$ cat src/rtl/stas_pkg.sv
// Package for the sparse triplet add and sort block: types, constants, helpers.
`timescale 1ns / 1ps

package stas_pkg;

    localparam int CAPACITY_DEF = 16;
    localparam int IDX_W        = 16;
    localparam int VAL_W        = 32;
    localparam int KEY_W        = 2 * IDX_W;
    localparam int ENTRY_W      = KEY_W + VAL_W;

    localparam logic CMD_LOAD   = 1'b0;
    localparam logic CMD_FINISH = 1'b1;

    typedef enum logic [1:0] {
        ST_IDLE,
        ST_SCAN,
        ST_EMIT
    } stas_state_t;

    // Signed add that clamps to the value range.
    function automatic logic signed [VAL_W-1:0] sat_add(
        input logic signed [VAL_W-1:0] a,
        input logic signed [VAL_W-1:0] b
    );
        logic signed [VAL_W:0] s;
        s = {a[VAL_W-1], a} + {b[VAL_W-1], b};
        if (s[VAL_W] != s[VAL_W-1]) begin
            sat_add = s[VAL_W] ? {1'b1, {(VAL_W-1){1'b0}}} : {1'b0, {(VAL_W-1){1'b1}}};
        end else begin
            sat_add = s[VAL_W-1:0];
        end
    endfunction

endpackage

$ cat src/rtl/stas_ram.sv
// Generic single-write, single-read RAM with registered read data.
`timescale 1ns / 1ps

module stas_ram #(
    parameter int WIDTH = 64,
    parameter int DEPTH = 16
) (
    input  logic                     aclk,
    input  logic                     wr_en,
    input  logic [$clog2(DEPTH)-1:0] wr_addr,
    input  logic [WIDTH-1:0]         wr_data,
    input  logic [$clog2(DEPTH)-1:0] rd_addr,
    output logic [WIDTH-1:0]         rd_data
);

    logic [WIDTH-1:0] mem_reg [DEPTH];
    logic [WIDTH-1:0] rd_data_reg;

    // Write one word, read one word into the output register
    always_ff @(posedge aclk) begin
        if (wr_en) begin
            mem_reg[wr_addr] <= wr_data;
        end
        rd_data_reg <= mem_reg[rd_addr];
    end

    assign rd_data = rd_data_reg;

endmodule

$ cat src/rtl/sparse_triplet_add_sort_top.sv
// Top level of the sparse triplet add and sort block.
`timescale 1ns / 1ps
// Usage:
//   Slave channel: each word is a load (s_tuser = 0) of one (row, col, value)
//   triplet or a finish command (s_tuser = 1). Loads are taken while idle and
//   give no result; loads into a full store are dropped and set a sticky
//   overflow flag.
//   On finish the stored entries are scanned once per distinct coordinate
//   pair through the single read port of the entry RAM: each pass finds the
//   next larger (row, col) key and sums its values in load order with
//   saturation. A finish lasts until its last word is taken, receiver stalls
//   included; s_tready is low meanwhile.
//   Master channel: one word per merged entry in ascending (row, col) order,
//   m_tlast on the final word. An empty store gives one word with the empty
//   flag set and zero data. The overflow flag rides on every word of a run.
//   A word is held in the output register until m_tready takes it.
//   Reset (aresetn low, synchronous) empties the store and clears the flag;
//   stored RAM contents are not cleared, only the fill count.
module sparse_triplet_add_sort_top
    import stas_pkg::*;
#(
    parameter int CAPACITY = CAPACITY_DEF
) (
    input  logic        aclk,
    input  logic        aresetn,
    input  logic        s_tvalid,
    output logic        s_tready,
    input  logic [63:0] s_tdata,   // entry_row[15:0], entry_col[31:16], entry_value[63:32]
    input  logic [0:0]  s_tuser,   // command[0]
    output logic        m_tvalid,
    input  logic        m_tready,
    output logic [63:0] m_tdata,   // out_row[15:0], out_col[31:16], out_value[63:32]
    output logic        m_tlast,
    output logic [1:0]  m_tuser    // is_empty[0], overflowed[1]
);

    localparam int AW = $clog2(CAPACITY);
    localparam int CW = $clog2(CAPACITY + 1);

    stas_state_t state_reg, state_next;
    logic [CW-1:0] count_reg, count_next;
    logic          ovf_reg, ovf_next;
    logic [CW-1:0] rd_idx_reg, rd_idx_next;
    logic          pend_reg, pend_next;
    logic          empty_reg, empty_next;
    logic          found_reg, found_next;
    logic          have_prev_reg, have_prev_next;
    logic [CW-1:0] match_reg, match_next;
    logic [CW-1:0] done_reg, done_next;
    logic [KEY_W-1:0] prev_key_reg, prev_key_next;
    logic [KEY_W-1:0] cand_key_reg, cand_key_next;
    logic signed [VAL_W-1:0] acc_reg, acc_next;

    logic               ram_we;
    logic [ENTRY_W-1:0] ram_rdata;
    logic [KEY_W-1:0]   rd_key;
    logic signed [VAL_W-1:0] rd_val;
    logic [CW-1:0]      seen_sum;
    logic               is_last;
    logic               in_word;
    logic               out_word;
    logic               qualify;

    stas_ram #(
        .WIDTH (ENTRY_W),
        .DEPTH (CAPACITY)
    ) u_ram (
        .aclk    (aclk),
        .wr_en   (ram_we),
        .wr_addr (count_reg[AW-1:0]),
        .wr_data (s_tdata),
        .rd_addr (rd_idx_reg[AW-1:0]),
        .rd_data (ram_rdata)
    );

    // Unpack the entry read back from the store
    assign rd_key = {ram_rdata[IDX_W-1:0], ram_rdata[KEY_W-1:IDX_W]};
    assign rd_val = ram_rdata[ENTRY_W-1:KEY_W];

    assign in_word  = s_tvalid && s_tready;
    assign out_word = m_tvalid && m_tready;
    assign seen_sum = done_reg + match_reg;
    assign is_last  = empty_reg || (seen_sum == count_reg);
    assign qualify  = !have_prev_reg || (rd_key > prev_key_reg);

    // Drive the channels from registers
    assign s_tready = (state_reg == ST_IDLE);
    assign m_tvalid = (state_reg == ST_EMIT);
    assign m_tdata  = {acc_reg, cand_key_reg[IDX_W-1:0], cand_key_reg[KEY_W-1:IDX_W]};
    assign m_tlast  = is_last;
    assign m_tuser  = {ovf_reg, empty_reg};

    // Sequencer: load, scan passes, emit
    always_comb begin
        state_next     = state_reg;
        count_next     = count_reg;
        ovf_next       = ovf_reg;
        rd_idx_next    = rd_idx_reg;
        pend_next      = pend_reg;
        empty_next     = empty_reg;
        found_next     = found_reg;
        have_prev_next = have_prev_reg;
        match_next     = match_reg;
        done_next      = done_reg;
        prev_key_next  = prev_key_reg;
        cand_key_next  = cand_key_reg;
        acc_next       = acc_reg;
        ram_we         = 1'b0;

        unique case (state_reg)
            ST_IDLE: begin
                if (in_word) begin
                    if (s_tuser[0] == CMD_LOAD) begin
                        // Store the triplet or drop it when full
                        if (count_reg < CW'(CAPACITY)) begin
                            ram_we     = 1'b1;
                            count_next = count_reg + CW'(1);
                        end else begin
                            ovf_next = 1'b1;
                        end
                    end else if (count_reg == '0) begin
                        empty_next    = 1'b1;
                        cand_key_next = '0;
                        acc_next      = '0;
                        state_next    = ST_EMIT;
                    end else begin
                        rd_idx_next    = '0;
                        pend_next      = 1'b0;
                        found_next     = 1'b0;
                        have_prev_next = 1'b0;
                        done_next      = '0;
                        state_next     = ST_SCAN;
                    end
                end
            end

            ST_SCAN: begin
                // Issue the next read address
                pend_next = (rd_idx_reg < count_reg);
                if (rd_idx_reg < count_reg) begin
                    rd_idx_next = rd_idx_reg + CW'(1);
                end
                // Track the smallest key above the last one emitted
                if (pend_reg && qualify) begin
                    if (!found_reg || (rd_key < cand_key_reg)) begin
                        found_next    = 1'b1;
                        cand_key_next = rd_key;
                        acc_next      = rd_val;
                        match_next    = CW'(1);
                    end else if (rd_key == cand_key_reg) begin
                        acc_next   = sat_add(acc_reg, rd_val);
                        match_next = match_reg + CW'(1);
                    end
                end
                if ((rd_idx_reg == count_reg) && !pend_reg) begin
                    state_next = ST_EMIT;
                end
            end

            ST_EMIT: begin
                if (out_word) begin
                    if (is_last) begin
                        // End of run: empty the store
                        count_next = '0;
                        ovf_next   = 1'b0;
                        empty_next = 1'b0;
                        state_next = ST_IDLE;
                    end else begin
                        prev_key_next  = cand_key_reg;
                        have_prev_next = 1'b1;
                        done_next      = seen_sum;
                        rd_idx_next    = '0;
                        pend_next      = 1'b0;
                        found_next     = 1'b0;
                        state_next     = ST_SCAN;
                    end
                end
            end

            default: begin
                state_next = ST_IDLE;
            end
        endcase
    end

    // Control registers
    always_ff @(posedge aclk) begin
        if (!aresetn) begin
            state_reg <= ST_IDLE;
            count_reg <= '0;
            ovf_reg   <= 1'b0;
            pend_reg  <= 1'b0;
            empty_reg <= 1'b0;
        end else begin
            state_reg <= state_next;
            count_reg <= count_next;
            ovf_reg   <= ovf_next;
            pend_reg  <= pend_next;
            empty_reg <= empty_next;
        end
    end

    // Scan and payload registers
    always_ff @(posedge aclk) begin
        rd_idx_reg    <= rd_idx_next;
        found_reg     <= found_next;
        have_prev_reg <= have_prev_next;
        match_reg     <= match_next;
        done_reg      <= done_next;
        prev_key_reg  <= prev_key_next;
        cand_key_reg  <= cand_key_next;
        acc_reg       <= acc_next;
    end

endmodule

$ cat config.mk
export PLATFORM = sky130hd
export DESIGN_NAME = sparse_triplet_add_sort_top
export DESIGN_NICKNAME = d
export VERILOG_FILES = /design/src/rtl/stas_pkg.sv /design/src/rtl/stas_ram.sv /design/src/rtl/sparse_triplet_add_sort_top.sv
export SDC_FILE = /design/constraint.sdc
export NUM_CORES = 1
export LEC_CHECK = 0
export BUFFER_PORTS_ARGS = -buffer_cell sky130_fd_sc_hd__buf_2
export CORE_MARGIN = 2
export CORE_UTILIZATION = 30
export CTS_CLUSTER_SIZE = 8
export DETAILED_ROUTE_END_ITERATION = 7
export GPL_TIMING_DRIVEN = 0
export RECOVER_POWER = 25
export REMOVE_ABC_BUFFERS = 1
export SLEW_MARGIN = 10
export SYNTH_ARGS = -nofsm -noshare
export SYNTH_HDL_FRONTEND = slang
export SYNTH_HIERARCHICAL = 1
export SYNTH_SLANG_ARGS = --single-unit
$ cat constraint.sdc
create_clock -name aclk -period 7.07 [get_ports aclk]
set_input_delay 1.0605 -clock aclk [delete_from_list [all_inputs] [get_ports aclk]]
set_output_delay 1.0605 -clock aclk [all_outputs]
set_load 0.005 [all_outputs]
==> results of run 1 <==
-- synth_stat cells, drive strengths merged, types with 5 or more instances --
| cell type | instances |
|---|---|
| a211oi | 6 |
| a21o | 39 |
| a21oi | 89 |
| a22oi | 128 |
| a31oi | 11 |
| and2 | 43 |
| and3 | 10 |
| and4 | 6 |
| buf | 60 |
| clkbuf | 57 |
| dfxtp | 74 |
| edfxtp | 1137 |
| ha | 109 |
| inv | 77 |
| maj3 | 26 |
| mux4 | 256 |
| nand2 | 105 |
| nand2b | 7 |
| nand3 | 14 |
| nand4 | 16 |
| nor2 | 55 |
| nor2b | 12 |
| nor3 | 14 |
| o21a | 7 |
| o21ai | 61 |
| o21bai | 5 |
| o31ai | 5 |
| or2 | 5 |
| xnor2 | 18 |
| xor2 | 21 |
-- where the power goes --
group          switching, W  total [W]  internal (W)
logic               0.00329    0.00591       0.00261
clock network       0.00290    0.00753       0.00463
registers          0.000428    0.00884       0.00841
-- area by class of cell --
| type | count | area, µm² | share of cell area (%) |
|---|---|---|---|
| timing repair buffer | 294 | 3460 | 5.84 |
| tap | 2160 | 2700 | 4.56 |
| inverter | 78 | 295 | 0.498 |
| multi-input combinational | 1127 | 12200 | 20.6 |
| clock inverter | 5 | 80.1 | 0.135 |
| antenna | 2 | 5.00 | 0.00844 |
| clock buffer | 288 | 4880 | 8.23 |
| sequential | 1211 | 35600 | 60.1 |
-- per-layer routing --
layer	routed length [µm]	GRT usage, %	vias up
met5	127	0	-
met4	2300	3.54	24
met3	8650	3.85	201
met2	60300	24.5	790
met1	52600	19.9	13443
li1	-	-	11067
-- worst register-to-register path, stage by stage (launching register included) --
cell	delay (ns)
dfxtp_1	0.43
nor4b_1	0.54
and2_0	0.41
or3b_2	0.62
nor3_2	0.76
buf_4	0.35
buf_4	0.25
buf_4	0.25
buf_4	0.24
-- metrics by stage --
stage	cell area, µm²	util (%)	TNS [ns]
CTS	59300	36.9	0
detailed placement	54400	33.8	0
floorplan	48000	-	-306.71
global placement	51400	32.0	-4706.67
global route	59300	36.9	0
finish	59300	36.9	0
-- worst paths after layout --
kind / startpoint / to / slack [ns] / cells after the start
max reg2reg: state_reg[1] / u_ram/mem_reg[0][44] / 2.92 / 8
min reg2reg: cand_key_reg[31] / prev_key_reg[31] / 0.47 / 0
min: cand_key_reg[31] / prev_key_reg[31] / 0.47 / 0
max: state_reg[1] / u_ram/mem_reg[0][44] / 2.92 / 8
-- cell usage in the layout, fill, tap and decap left out, drive strengths merged, types with 26 or more instances in the layout --
cell type  count
edfxtp      1137
clkbuf       338
mux4         256
buf          244
a22oi        128
ha           109
nand2        105
a21oi         89
inv           79
dfxtp         74
o21ai         61
nor2          55
and2          43
a21o          39
maj3          26
-- cell families after synthesis --
family,Yosys count,synth area share (%)
adders and majority gates,137,3.48
AOI/OAI and AO/OA,389,5.57
xor gates and xnor gates,39,0.703
buffers and inverters,195,1.92
DFF,1211,73.3
muxes,258,11.9
and+or+nand+nor,304,3.14
==> metrics.md, run 1 <==
| Metric | Value |
|---|---|
| Initial antenna violation count | 34 |
| Vias/cell | roughly 4.9 |
| Critical-path maximum fanout | 13 |
| Cell variety after synth | a little under 80 |
| Die area | between 150000 and 200000 µm² |
| Setup Crit Path Kind | reg2reg |
| Async SR Flop Fraction | 0% |
| I/O pins | between 100 and 150 |
| Cts repair resizes | 0 |
| GR Overflow Total | 0 |
| Crit path largest cell delay | ~0.76 ns |
| Vias in the first global route | approximately 26k |
| Drt first pass iters | 5 |
| Minimum clock period | between 4 and 5 ns |
| Via Count | roughly 26k |
| Nets | 3061 |
| Min-Delay Path Class | reg2reg |
| Actual slew at the worst max-slew pin | ~1.2 ns |
| Clock transition at path regs | around 0.05 ns |
| Crit-path cells | nor4b_1, and2_0, or3b_2, nor3_2, buf_4, buf_4, buf_4, buf_4 |
| Die width | ~400 µm |
| Initial DRC Count | 2323 |
| Post-synthesis area per instance | roughly 19 µm² |
| Status | completed |
| Pwr/cell area | between 300 and 400 nW/µm² |
| Final Worst Setup Slack | just under 3 ns |
| Number of max-cap violations | 0 |
| Worst VDD drop | around 320 µV |
| Core area | between 150000 and 200000 µm² |
| Final Skew | 0.0262 ns |
| Placed Cells | about 4.9k |
| Total Routing Usage GR | between 10 and 15% |
| Yosys warnings | 6 |
| Fill cells | 14.8k |
| Layout Cells excl Fill | between 5k and 6k |
| TritonCTS clock tree | done |
| Final setup fails | 0 |
| Register bit total from synthesis | ~1.2k |
| Yosys top cell area share | a little over two thirds |
| Sequential share of the synthesized area | 73.3% |
| Largest cells by area after synthesis | edfxtp_1, mux4_2, dfxtp_1 |
| Slew headroom | 16.7% |
| Post-Place Setup Slack | around 2.3 ns |
| Buffers plus inverters on the worst setup path | 4 |
| Antenna Nets Post-Route | 0 |
| CTS root buf | clkbuf_16 |
| Share of layout cells above drive strength 1 | about a quarter |
| EDFF count, synth | roughly 1.1k |
| Max reg flops | 1024 |
| LEAKAGE | ~20 nW |
| Final Max Tran Viols | 0 |
| TritonCTS buffer count | around 170 |
| Cell family with most CP delay | simple AND/OR/NAND/NOR gates |
| Drt wl/cell | roughly 24 µm |
| Most used cell along the critical path | buf_4 |
| Max Root-Sink Buffers | 3 |
| Area leader, netlist | edfxtp_1 |
| Syn Inst Count | 2533 |
| Synthesis-to-layout area growth | 21.9% |
| Chip Height | between 400 and 500 µm |
| Total Wirelength | roughly 120000 µm |
| H-tree Lvls | 4 |
| Setup bufs post-CTS | 0 |
| Startpoint Class | register |
| Setup repair after global routing missed its margin | no |
| Drt drc | 0 |
| Number of I/O port buffers | ~140 |
| Cts hold-fix bufs | 0 |
| DPL Wire Length | ~82000 µm |
| Top_reg_cell synth | edfxtp_1 |
| Critical path required time | about 7.5 ns |
| Max Freq | around 240 MHz |
| Row cnt | 147 |
| First-pass GRT wire length | about 180000 µm |
| Crit path arrival time | ~4.6 ns |
| Tot Pwr | about 0.022 W |
| TritonCTS sink count | around 1.2k |
| Placer congestion estimate | between 0.7 and 0.8 |
| Post-Syn Area | 48600 µm² |
| Worst setup EP type | register |
| Hold WS | between 0.4 and 0.5 ns |
| Clock Latency Late Sink | ~0.76 ns |
| Fin crit share | 58.7% |
| Count of endpoints failing hold in the final timing report | 0 |
| Pin count of the biggest net entering global routing | a little over 60 |
| CP max-delay cell | nor3_2 |
| Initial Util | between 30% and 40% |
Note: power is estimated with default switching activity, not from simulation.
==> run 2: changes to the inputs <==
clock period = 3.99 ns   (was 7.07 ns; I/O delays follow)
==> metrics.md, run 2 (synthesis gave the netlist of run 1 again) <==
| Metric | Value |
|---|---|
| Status | completed (unchanged) |
| Setup TNS | 0 ns (unchanged) |
| Pwr/cell area | 666 nW/µm² (was 376 nW/µm²) |
| Setup Crit Path Kind | reg2reg (unchanged) |
| Pin count of the biggest net entering global routing | 61 (unchanged) |
| Placer congestion estimate | 0.774 (unchanged) |
| Vias in the first global route | 25.9k (about the same) |
| Max reg flops | 1024 (unchanged) |
| Drt drc | 0 (unchanged) |
| Critical-path maximum fanout | 10 (was 13) |
| Worst VDD drop | 567 µV (was 318 µV) |
| Hold path start | aresetn (was cand_key_reg[31]) |
| M3 GR Usage | 3.85% (unchanged) |
| Tot Pwr | 0.0395 W (was 0.0223 W) |
| Min-Delay Path Class | in2reg (was reg2reg) |
| Hold EP | count_reg[3] (was prev_key_reg[31]) |
| Row cnt | 147 (unchanged) |
| Cts hold-fix bufs | 0 (unchanged) |
| Initial Util | 30.2% (unchanged) |
| DPL Wire Length | 82500 µm (unchanged) |
| GR Overflow Total | 0 (unchanged) |
| Share of layout cells above drive strength 1 | 26.0% (about the same) |
| Via Count | 25.6k (was 25.5k) |
| Placed Cells | 4870 (unchanged) |
| I/O pins | 138 (unchanged) |
| Hold WS | 0.207 ns (was 0.465 ns) |
| Register area | 35600 µm² (unchanged) |
| Final Max Tran Viols | 0 (unchanged) |
| Number of max-cap violations | 0 (unchanged) |
| Actual slew at the worst max-slew pin | 1.24 ns (was 1.25 ns) |
| FF-to-FF setup slack | 0.22 ns (was 2.92 ns) |
| Die area | 165000 µm² (unchanged) |
| H-tree Lvls | 4 (unchanged) |
| Chip Height | 407 µm (unchanged) |
| TritonCTS sink count | 1211 (unchanged) |
| Crit path arrival time | 4.28 ns (was 4.60 ns) |
| Layout Cells excl Fill | 5168 (was 5165) |
| FF-to-FF End | acc_reg[12] (was u_ram/mem_reg[0][44]) |
| Area of the multi-input gates | 12300 µm² (was 12200 µm²) |
| Total Wirelength | 124000 µm (about the same) |
| Final setup fails | 0 (unchanged) |
| Grt met2 use | 24.6% (was 24.5%) |
| Slew headroom | 16.5% (was 16.7%) |
| Total Routing Usage GR | 15.0% (about the same) |
| Antenna Nets Post-Route | 0 (unchanged) |
| First-pass GRT wire length | 180000 µm (about the same) |
| Nets | 3064 (was 3061) |
| Fin crit share | 94.6% (was 58.7%) |
| Max Freq | 265 MHz (was 241 MHz) |
| Global route hottest layer | met2 (unchanged) |
| Initial antenna violation count | 33 (was 34) |
| Synthesis-to-layout area growth | 22.1% (was 21.9%) |
| Critical path required time | 4.50 ns (was 7.52 ns) |
| Hold depth | 2 (was 0) |
| Drt wl/cell | 24.0 µm (about the same) |
| Max Root-Sink Buffers | 3 (unchanged) |
| Count of endpoints failing hold in the final timing report | 0 (unchanged) |
| Clock transition at path regs | 0.05 ns (about the same) |
| Post-Place Setup Slack | -0.319 ns (was 2.30 ns) |
| Die width | 407 µm (unchanged) |
| CTS root buf | clkbuf_16 (unchanged) |
| TritonCTS buffer count | 169 (unchanged) |
| Final Worst Setup Slack | 0.216 ns (was 2.92 ns) |
| Final Skew | 0.0267 ns (was 0.0262 ns) |
| Met1 global-route usage | 19.9% (about the same) |
| LEAKAGE | 19.8 nW (about the same) |
| Fill cells | 14.8k (about the same) |
| Commonest non-fill, non-tap cell in the layout | edfxtp_1 (unchanged) |
| Worst setup EP type | register (unchanged) |
| TritonCTS clock tree | done (unchanged) |
| Startpoint Class | register (unchanged) |
| Initial DRC Count | 2440 (was 2323) |
| Setup repair after global routing missed its margin | no (unchanged) |
| Minimum clock period | 3.77 ns (was 4.15 ns) |
| Core area | 161000 µm² (unchanged) |
| Drt first pass iters | 5 (unchanged) |
| R2R depth | 15 (was 8) |
| Clock Latency Late Sink | 0.77 ns (was 0.76 ns) |
| Vias/cell | 4.96 (was 4.94) |
| Highest-count cells in the layout ignoring fill and taps | edfxtp_1, mux4_2, clkbuf_16 (unchanged) |
| Reg-to-Reg Start | cand_key_reg[28] (was state_reg[1]) |
| Number of I/O port buffers | 137 (unchanged) |
==> run 2: layer usage <==
metal | part of all wire (%) | vias to the layer above | wire (µm)
li1 | - | 11064 | -
met1 | 42 | 13504 | 52600
met2 | 49 | 829 | 60300
met3 | 7.1 | 204 | 8870
met4 | 1.9 | 24 | 2320
met5 | 0.11 | - | 138
==> run 2: how the worst max path moves through the flow <==
stage,start,to,cells after the start
global route,u_ram/rd_data[9],acc_reg[11],11
global placement,rd_idx_reg[0],u_ram/rd_data[39],3
detailed placement,s_tuser,u_ram/mem_reg[0][43],9
CTS,u_ram/rd_data[9],cand_key_reg[22],9
finish,cand_key_reg[28],acc_reg[12],15
floorplan,rd_idx_reg[0],rd_idx_reg[4],4
==> run 2: worst max-delay path, stage by stage (launching register included) <==
cell and delay (ns):
edfxtp_1 0.42, inv_1 0.06, ha_1 0.27, and4_1 0.20, nand2_1 0.09, or4_4 0.57, nor2_1 0.12, o31a_1 0.25
or2_4 0.23, o41ai_2 0.12, a31oi_1 0.27, nor3_4 0.11, buf_8 0.23, buf_4 0.20, buf_6 0.16, buf_4 0.17
==> run 2: layout make-up <==
class / instances / share of cell area [%]
Clock inverter: 5 / 0.135
Antenna cell: 2 / 0.00843
Inverter: 78 / 0.498
Multi-Input combinational cell: 1128 / 20.7
Tap cell: 2160 / 4.55
Sequential cell: 1211 / 60.0
Timing Repair Buffer: 296 / 5.85
Clock buffer: 288 / 8.22
==> run 2: per-stage QoR <==
stage	cell area (µm²)	util, %
after CTS	59400	36.9
after global placement	51400	32.0
after floorplan	48000	-
final	59300	36.9
after detailed placement	54400	33.8
after global routing	59300	36.9
==> run 2: report_power, final <==
part,switching (W),internal [W]
Sequential,0.000763,0.0149
Clock,0.00514,0.00820
Combinational,0.00588,0.00465
==> run 2: repair_timing <==
action | CTS | global route
cloned | 1 | 0
pin swaps | 1 | 2
endpoints found under the setup margin | 44 | 46
setup buffers | 0 | 2
gates resized for setup | 3 | 6
